`config.mk`:
```
export PLATFORM = sky130hd
export DESIGN_NAME = nmea_rmc_checksum_time_parser
export DESIGN_NICKNAME = d
export VERILOG_FILES = /design/src/design/nrmc_pkg.sv /design/src/design/nrmc_front.sv /design/src/design/nrmc_queue.sv /design/src/design/nrmc_back.sv /design/src/design/nmea_rmc_checksum_time_parser.sv
export SDC_FILE = /design/constraint.sdc
export NUM_CORES = 1
export LEC_CHECK = 0
export BUFFER_PORTS_ARGS = -buffer_cell sky130_fd_sc_hd__buf_4
export CORE_MARGIN = 2
export CORE_UTILIZATION = 50
export CTS_BUF_LIST = sky130_fd_sc_hd__clkbuf_8 sky130_fd_sc_hd__clkbuf_16
export DETAILED_ROUTE_END_ITERATION = 8
export PLACE_DENSITY_LB_ADDON = 0.1
export REMOVE_ABC_BUFFERS = 1
export SETUP_SLACK_MARGIN = 0.4
export SYNTH_ARGS = -nofsm -noshare
export SYNTH_HDL_FRONTEND = slang
export SYNTH_SLANG_ARGS = --single-unit
```
`constraint.sdc`:
```
create_clock -name clk -period 6.2 [get_ports clk]
set_input_delay 1.24 -clock clk [delete_from_list [all_inputs] [get_ports clk]]
set_output_delay 1.24 -clock clk [all_outputs]
set_load 0.02 [all_outputs]
```
`src/design/nrmc_pkg.sv`:
```
// Shared types, constants and helpers for the RMC checksum and time parser.
package nrmc_pkg;

  localparam int HDR_LEN     = 7;
  localparam int TIME_FIRST  = 7;
  localparam int TIME_DIGITS = 6;
  localparam int QUEUE_DEPTH = 2;
  localparam int QPTR_W      = $clog2(QUEUE_DEPTH);
  localparam int QCNT_W      = $clog2(QUEUE_DEPTH + 1);

  localparam logic [3:0] POS_MAX    = 4'd15;
  localparam logic [4:0] ZONE_RESET = 5'd8;

  localparam logic [7:0] CH_STAR   = 8'h2A;
  localparam logic [7:0] CH_COMMA  = 8'h2C;
  localparam logic [7:0] CH_ACTIVE = 8'h41;
  localparam logic [7:0] CH_ZERO   = 8'h30;
  localparam logic [7:0] CH_NINE   = 8'h39;
  localparam logic [7:0] CH_UA     = 8'h41;
  localparam logic [7:0] CH_UF     = 8'h46;
  localparam logic [7:0] CH_LA     = 8'h61;
  localparam logic [7:0] CH_LF     = 8'h66;

  // comma tracker: 3 means the status byte has been taken
  localparam logic [1:0] CC_STATUS = 2'd2;
  localparam logic [1:0] CC_DONE   = 2'd3;

  // one finished sentence, handed from the scanner to the time stage
  typedef struct packed {
    logic                        accepted;
    logic [TIME_DIGITS-1:0][3:0] digits;
  } summary_t;

  function automatic logic [7:0] hdr_byte(input logic [2:0] idx);
    logic [7:0] b;
    case (idx)
      3'd0:    b = 8'h24; // $
      3'd1:    b = 8'h47; // G
      3'd2:    b = 8'h50; // P
      3'd3:    b = 8'h52; // R
      3'd4:    b = 8'h4D; // M
      3'd5:    b = 8'h43; // C
      3'd6:    b = CH_COMMA;
      default: b = 8'h00;
    endcase
    return b;
  endfunction

  // {valid, value}
  function automatic logic [4:0] hex_nibble(input logic [7:0] c);
    logic [7:0] t;
    logic [4:0] r;
    r = 5'd0;
    if (c >= CH_ZERO && c <= CH_NINE) begin
      t = c - CH_ZERO;
      r = {1'b1, t[3:0]};
    end else if (c >= CH_UA && c <= CH_UF) begin
      t = c - CH_UA + 8'd10;
      r = {1'b1, t[3:0]};
    end else if (c >= CH_LA && c <= CH_LF) begin
      t = c - CH_LA + 8'd10;
      r = {1'b1, t[3:0]};
    end
    return r;
  endfunction

endpackage

```
`src/design/nrmc_front.sv`:
```
// Byte scanner: header, checksum, status and time digits of one sentence.
module nrmc_front (
  input  logic              clk,
  input  logic              rst,
  input  logic              take,
  input  logic [7:0]        char_code,
  input  logic              last_char,
  output logic              push,
  output nrmc_pkg::summary_t push_data
);

  logic [3:0] pos, pos_next;
  logic       header_ok, header_ok_next;
  logic [1:0] comma_count, comma_count_next;
  logic [7:0] running_xor, running_xor_next;
  logic       star_seen, star_seen_next;
  logic [7:0] hex_value, hex_value_next;
  logic       hex_overflow, hex_overflow_next;
  logic       hex_stopped, hex_stopped_next;
  logic       status_active, status_active_next;
  logic [nrmc_pkg::TIME_DIGITS-1:0][3:0] digits, digits_next;
  logic [4:0] nib;
  logic [7:0] dsub;
  logic       is_dec;

  always_comb begin
    header_ok_next     = header_ok;
    comma_count_next   = comma_count;
    running_xor_next   = running_xor;
    star_seen_next     = star_seen;
    hex_value_next     = hex_value;
    hex_overflow_next  = hex_overflow;
    hex_stopped_next   = hex_stopped;
    status_active_next = status_active;
    digits_next        = digits;
    nib    = nrmc_pkg::hex_nibble(char_code);
    is_dec = (char_code >= nrmc_pkg::CH_ZERO) && (char_code <= nrmc_pkg::CH_NINE);
    dsub   = char_code - nrmc_pkg::CH_ZERO;

    if (pos < 4'(nrmc_pkg::HDR_LEN) && char_code != nrmc_pkg::hdr_byte(pos[2:0]))
      header_ok_next = 1'b0;

    for (int i = 0; i < nrmc_pkg::TIME_DIGITS; i++) begin
      if (pos == 4'(nrmc_pkg::TIME_FIRST + i))
        digits_next[i] = is_dec ? dsub[3:0] : 4'd0;
    end

    if (!star_seen) begin
      if (char_code == nrmc_pkg::CH_STAR) star_seen_next = 1'b1;
      else if (pos != 4'd0) running_xor_next = running_xor ^ char_code;
    end else if (!hex_stopped) begin
      if (!nib[4]) begin
        hex_stopped_next = 1'b1;
      end else begin
        if (hex_value[7:4] != 4'd0) hex_overflow_next = 1'b1;
        hex_value_next = {hex_value[3:0], nib[3:0]};
      end
    end

    if (comma_count == nrmc_pkg::CC_STATUS) begin
      status_active_next = (char_code == nrmc_pkg::CH_ACTIVE);
      comma_count_next   = nrmc_pkg::CC_DONE;
    end else if (comma_count < nrmc_pkg::CC_STATUS && char_code == nrmc_pkg::CH_COMMA) begin
      comma_count_next = comma_count + 2'd1;
    end

    pos_next = (pos < nrmc_pkg::POS_MAX) ? pos + 4'd1 : nrmc_pkg::POS_MAX;
  end

  // summary as of this byte; time digits not yet received read as zero
  always_comb begin
    push_data.accepted = header_ok_next && pos_next >= 4'(nrmc_pkg::HDR_LEN) &&
                         star_seen_next && !hex_overflow_next &&
                         hex_value_next == running_xor_next && status_active_next;
    for (int i = 0; i < nrmc_pkg::TIME_DIGITS; i++)
      push_data.digits[i] = (4'(nrmc_pkg::TIME_FIRST + i) < pos_next) ?
                            digits_next[i] : 4'd0;
  end

  assign push = take && last_char;

  always_ff @(posedge clk) begin
    if (rst || (take && last_char)) begin
      pos           <= 4'd0;
      header_ok     <= 1'b1;
      comma_count   <= 2'd0;
      running_xor   <= 8'd0;
      star_seen     <= 1'b0;
      hex_value     <= 8'd0;
      hex_overflow  <= 1'b0;
      hex_stopped   <= 1'b0;
      status_active <= 1'b0;
    end else if (take) begin
      pos           <= pos_next;
      header_ok     <= header_ok_next;
      comma_count   <= comma_count_next;
      running_xor   <= running_xor_next;
      star_seen     <= star_seen_next;
      hex_value     <= hex_value_next;
      hex_overflow  <= hex_overflow_next;
      hex_stopped   <= hex_stopped_next;
      status_active <= status_active_next;
    end
  end

  always_ff @(posedge clk) begin
    if (take) digits <= digits_next;
  end

endmodule

```
`src/design/nrmc_queue.sv`:
```
// Two-entry queue of sentence summaries between scanner and time stage.
module nrmc_queue (
  input  logic               clk,
  input  logic               rst,
  input  logic               push,
  input  nrmc_pkg::summary_t push_data,
  output logic               full,
  output logic               not_empty,
  input  logic               pop,
  output nrmc_pkg::summary_t pop_data
);

  nrmc_pkg::summary_t entries [nrmc_pkg::QUEUE_DEPTH];
  logic [nrmc_pkg::QPTR_W-1:0] wr_ptr, rd_ptr;
  logic [nrmc_pkg::QCNT_W-1:0] count;

  assign full      = (count == nrmc_pkg::QCNT_W'(nrmc_pkg::QUEUE_DEPTH));
  assign not_empty = (count != '0);
  assign pop_data  = entries[rd_ptr];

  always_ff @(posedge clk) begin
    if (rst) begin
      wr_ptr <= '0;
      rd_ptr <= '0;
      count  <= '0;
    end else begin
      if (push) wr_ptr <= wr_ptr + 1'b1;
      if (pop)  rd_ptr <= rd_ptr + 1'b1;
      if (push && !pop)      count <= count + 1'b1;
      else if (pop && !push) count <= count - 1'b1;
    end
  end

  always_ff @(posedge clk) begin
    if (push) entries[wr_ptr] <= push_data;
  end

`ifndef ASSERT_OFF
  a_no_push_full: assert property (@(posedge clk) disable iff (rst) push |-> !full)
    else $error("summary pushed into full queue");
  a_no_pop_empty: assert property (@(posedge clk) disable iff (rst) pop |-> not_empty)
    else $error("summary popped from empty queue");
  a_count_track: assert property (@(posedge clk) disable iff (rst)
    (push && !pop) |=> count == $past(count) + 1'b1)
    else $error("queue count lost a push");
`endif

endmodule

```
`src/design/nrmc_back.sv`:
```
// Time stage: updates the held UTC time and forms the local-time result.
module nrmc_back (
  input  logic               clk,
  input  logic               rst,
  input  logic [4:0]         zone_offset_hours,
  input  logic               not_empty,
  input  nrmc_pkg::summary_t pop_data,
  output logic               pop,
  output logic               out_valid,
  input  logic               out_stall,
  output logic               sentence_accepted,
  output logic [4:0]         local_hours,
  output logic [5:0]         local_minutes,
  output logic [5:0]         local_seconds
);

  logic [4:0] held_hours, held_hours_next;
  logic [5:0] held_minutes, held_minutes_next;
  logic [5:0] held_seconds, held_seconds_next;
  logic [6:0] hr_raw, mn_raw, sc_raw;
  logic [5:0] sum;
  logic [4:0] local_next;

  assign pop = not_empty && (!out_valid || !out_stall);

  always_comb begin
    hr_raw = 7'(pop_data.digits[0]) * 7'd10 + 7'(pop_data.digits[1]);
    mn_raw = 7'(pop_data.digits[2]) * 7'd10 + 7'(pop_data.digits[3]);
    sc_raw = 7'(pop_data.digits[4]) * 7'd10 + 7'(pop_data.digits[5]);
    held_hours_next   = held_hours;
    held_minutes_next = held_minutes;
    held_seconds_next = held_seconds;
    if (pop_data.accepted) begin
      // two-digit hour is at most 99
      if (hr_raw >= 7'd96)      held_hours_next = 5'(hr_raw - 7'd96);
      else if (hr_raw >= 7'd72) held_hours_next = 5'(hr_raw - 7'd72);
      else if (hr_raw >= 7'd48) held_hours_next = 5'(hr_raw - 7'd48);
      else if (hr_raw >= 7'd24) held_hours_next = 5'(hr_raw - 7'd24);
      else                      held_hours_next = hr_raw[4:0];
      held_minutes_next = (mn_raw > 7'd59) ? 6'd59 : mn_raw[5:0];
      held_seconds_next = (sc_raw > 7'd59) ? 6'd59 : sc_raw[5:0];
    end
    sum = 6'(held_hours_next) + 6'(zone_offset_hours);
    if (sum >= 6'd48)      local_next = 5'(sum - 6'd48);
    else if (sum >= 6'd24) local_next = 5'(sum - 6'd24);
    else                   local_next = sum[4:0];
  end

  always_ff @(posedge clk) begin
    if (rst) begin
      out_valid    <= 1'b0;
      held_hours   <= 5'd0;
      held_minutes <= 6'd0;
      held_seconds <= 6'd0;
    end else begin
      if (pop) begin
        out_valid    <= 1'b1;
        held_hours   <= held_hours_next;
        held_minutes <= held_minutes_next;
        held_seconds <= held_seconds_next;
      end else if (!out_stall) begin
        out_valid <= 1'b0;
      end
    end
  end

  always_ff @(posedge clk) begin
    if (pop) begin
      sentence_accepted <= pop_data.accepted;
      local_hours       <= local_next;
      local_minutes     <= held_minutes_next;
      local_seconds     <= held_seconds_next;
    end
  end

endmodule

```
`src/design/nmea_rmc_checksum_time_parser.sv`:
```
// Top level of the RMC sentence checksum and local-time parser.
// Takes one sentence byte per cycle; the scanner never holds a byte back
// unless the two-entry summary queue is full, which happens only when the
// result port has been stalled. Once the byte flagged last_char is taken,
// its summary is written into the queue and then popped into the time stage
// output register, which raises out_valid. The held time starts at 00:00:00
// UTC and the zone offset resets to 8 hours; write zone_offset_hours only
// while no sentence is pending.
module nmea_rmc_checksum_time_parser (
  input  logic       clk,
  input  logic       rst,
  input  logic       in_valid,
  output logic       in_stall,
  input  logic [7:0] char_code,
  input  logic       last_char,
  input  logic       cfg_valid,
  output logic       cfg_ready,
  input  logic [4:0] cfg_data,
  output logic       out_valid,
  input  logic       out_stall,
  output logic       sentence_accepted,
  output logic [4:0] local_hours,
  output logic [5:0] local_minutes,
  output logic [5:0] local_seconds
);

  logic               take, push, full, not_empty, pop;
  nrmc_pkg::summary_t push_data, pop_data;
  logic [4:0]         zone_offset_hours;

  assign cfg_ready = 1'b1;
  assign in_stall  = full;
  assign take      = in_valid && !full;

  always_ff @(posedge clk) begin
    if (rst) zone_offset_hours <= nrmc_pkg::ZONE_RESET;
    else if (cfg_valid && cfg_ready) zone_offset_hours <= cfg_data;
  end

  nrmc_front u_front (
    .clk       (clk),
    .rst       (rst),
    .take      (take),
    .char_code (char_code),
    .last_char (last_char),
    .push      (push),
    .push_data (push_data)
  );

  nrmc_queue u_queue (
    .clk       (clk),
    .rst       (rst),
    .push      (push),
    .push_data (push_data),
    .full      (full),
    .not_empty (not_empty),
    .pop       (pop),
    .pop_data  (pop_data)
  );

  nrmc_back u_back (
    .clk               (clk),
    .rst               (rst),
    .zone_offset_hours (zone_offset_hours),
    .not_empty         (not_empty),
    .pop_data          (pop_data),
    .pop               (pop),
    .out_valid         (out_valid),
    .out_stall         (out_stall),
    .sentence_accepted (sentence_accepted),
    .local_hours       (local_hours),
    .local_minutes     (local_minutes),
    .local_seconds     (local_seconds)
  );

endmodule

```
==> flow_summary.toml <==
[synth]
synth_top_family_by_area = "simple AND/OR/NAND/NOR gates"
synth_top_cell_by_area = "edfxtp_1"
ys_warn_count = 0
ys_ff_latch = 147
yosys.area_share.adder_pct = 8.03
synth_top_area_share_pct = 34.6
synth-compound-area-share_pct = 12.8
synth_cell_type_count = 75
synth_enable_flop_cells = 92
synth.area.mux_share_pct = 5.47
synthesis.instances = 766
synth_xor_area_share_pct = 4.71
synth_top_flop_cell = "edfxtp_1"
mappedNetlistArea_um2 = 7980
synthTopCellsByArea = "edfxtp_1 (35%), dfxtp_1 (14%), ha_1 (6.3%)"
ys_seq_area_share_pct = 48.4
synthSimpleGateAreaFrac_pct = 17.2
synth.avg_cell_area_um2 = 10.4
synthArstFlopShare_pct = 0

[placement]
place_ws_ns = 0.705
port_buffers = 38
placed_cells_incl_taps = 995
hpwlAfterDp_um = 11800
place_congestion = 0.831

[global_route]
grt_pass1_wl_um = 27300
grt_pass1_vias = 5594
grt_max_degree = 37
grt.total_usage_pct = 20.6
antenna_found_initial = 0
grt.overflow.total = 0

[power]
seq_power_share_pct = 33.6
p_sw_w = 0.00149
switching_share_pct = 36.0
leakagePower_nw = 3.56
power.internal_w = 0.00264
total_power_w = 0.00413
comb_power_share_pct = 42.1
pwr-share-clk_pct = 24.3
power_density_nw_per_um2 = 458
ir_drop_mv = 0.229

[setup_path]
crit_arrival_ns = 5.47
cp-start-kind = "flip-flop"
crit_type = "flip-flop to flip-flop"
worst-r2r-setup-slack_ns = 0.89
rr_endpoint = "u_back.local_hours[3]"
crit_fanout = 20
end_kind = "flip-flop"
crit_required_ns = 6.35
worstRegToRegCells = 23

[clocking]
root_buffer = "clkbuf_16"
clk_latency_ns = 0.43
postCtsSetupBuffers = 0
clkTransAtPathRegs_ns = 0.06
clk_path_buf_depth = 2
cts_sinks = 147
cts_made_buffers = 17
htreeDepth = 4
cts_tree = "yes"

[status]
outcome = "complete, no violations"

[die]
die_w_um = 130
die_h_um = 130
io-pin-count = 40
start_util_pct = 50.8
num_rows = 46
core_area_um2 = 15700
die_area_um2 = 17000

[finish]
syn_to_final_growth_pct = 13.0
nNetsFinal = 864
layout_common_cells = "edfxtp_1 (92), nand2_1 (88), nor2_1 (75), dfxtp_1 (54), buf_4 (41)"
drive_gt1_share_pct = 13.7
layout.cells.most_common = "edfxtp_1"
fin_cells = 1027
diodes = 0

[detailed_routing]
dr.first_iter.drc_count = 373
via_per_inst = 5.51
wl_um = 16500
drtAntennaViolNets = 0
drc = 0
dr.pass1.iters = 5
wl_per_cell_um = 16.1
route.vias.total = 5654

[job]
cap_violations = 0

[sta]
tns_ns = 0
hold_ws_ns = 0.470
post-route-period-util_pct = 85.7
drv_slew = 0
relSlewSlack_pct = 23.5
fmax_mhz = 188
worstMarginPinSlew_ns = 1.15
hold_viol = 0
finClkSkew_ns = 0.00876
fin_crit_ns = 5.31
rsz0062_at_grt = "false"
finalSetupViolCount = 0
fin_ws_ns = 0.885

[min_path]
hold_start = "u_front.hex_value[6]"
hold_depth = 2
hold_class = "flip-flop to flip-flop"
hold-path-endpoint = "u_front.hex_value[6]"
==> registers in the layout, summed over array words and instances (netlist names), 6 cells and up, named ones only <==
signal                count
u_back.local_minutes      6
u_back.held_seconds       6
u_queue.entries          50
u_back.held_minutes       6
u_back.local_seconds      6
u_front.digits           24
u_front.running_xor       8
u_front.hex_value         8
==> worst max path at each step <==
stage,start,to,slack [ns],cells past startpoint
after floorplan,flip-flop,u_back.local_hours[4],1.00,19
after global placement,flip-flop,u_back.local_hours[4],1.11,22
after detailed placement,flip-flop,u_back.local_hours[3],0.70,22
after CTS,flip-flop,u_back.local_hours[3],0.68,22
after global routing,flip-flop,u_back.local_hours[4],0.49,23
final,flip-flop,u_back.local_hours[3],0.89,23
==> synthesized netlist by cell type, drive strengths merged, types with 19 or more instances <==
library cell / n
xor2: 23
dfxtp: 55
mux2i: 21
nor2b: 38
a21oi: 40
nand2: 88
edfxtp: 92
o21ai: 39
xnor2: 19
inv: 31
a211oi: 19
ha: 40
mux2: 19
nor2: 76
==> logic make-up (layout without fill, tap and decap cells) <==
group	after synthesis	in the layout
AND/OR/NAND/NOR	274	274
AO/OA/AOI/OAI	155	155
flip-flops	147	147
buffers and inverters	60	105
adder cells (fa/ha/maj)	47	47
XOR/XNOR	42	42
multiplexers	40	40
other	1	1
==> layout make-up <==
cell class                 instances  area (um2)
timing repair buffer              42         319
multi-input combinational        559        3870
fill                            1388        6700
clock buffer                      17         425
inverter                          31         116
clock inverter                    15         149
sequential                       147        3860
tap                              216         270
==> critical path, stage by stage, from the launching register on <==
cell and delay [ns]:
dfxtp_2 0.40, buf_6 0.24, mux2_2 0.39, ha_1 0.30, a21o_1 0.16, a21oi_1 0.26, xnor2_1 0.26, inv_1 0.20
ha_1 0.23, nand3_1 0.07, nand4_1 0.17, nand3_1 0.16, mux2i_1 0.09, xnor2_1 0.21, a21oi_1 0.10, ha_1 0.36
a21oi_1 0.25, xnor2_2 0.19, ha_1 0.19, nand2_1 0.05, or3_1 0.35, nor2b_1 0.18, mux2i_1 0.13, o21ai_0 0.11
==> metal layers <==
| metal | part of all wire (%) | routed length, um | global-route usage (%) |
|---|---|---|---|
| met1 | 44 | 7300 | 25.3 |
| met4 | 1.9 | 312 | 8.35 |
| met2 | 51 | 8370 | 35.9 |
| met3 | 3.3 | 545 | 3.85 |
| met5 | 0 | 0 | 0 |
==> through the flow <==
| stage | utilization, % | cell area [um2] |
|---|---|---|
| 6_report | 57.3 | 9010 |
| 5_1_grt | 57.3 | 9010 |
| 4_1_cts | 57.2 | 8990 |
| 3_5_place_dp | 53.6 | 8420 |
| 3_3_place_gp | 53.6 | 8420 |
| 2_1_floorplan | - | 7830 |
==> what timing repair did <==
item | 4_1_cts | 5_1_grt
resized for setup | 0 | 4
endpoints found under the setup margin | 0 | 2
hold buffers | 0 | 0
==> power by group through the flow <==
stage          logic [W]  clock network [W]  registers (W)
2_1_floorplan    0.00117                  0        0.00148
3_3_place_gp     0.00159                  0        0.00140
3_5_place_dp     0.00169                  0        0.00141
4_1_cts          0.00171            0.00102        0.00139
5_1_grt          0.00194            0.00106        0.00141
6_report         0.00174            0.00100        0.00139
Note: power is estimated with default switching activity, not from simulation.
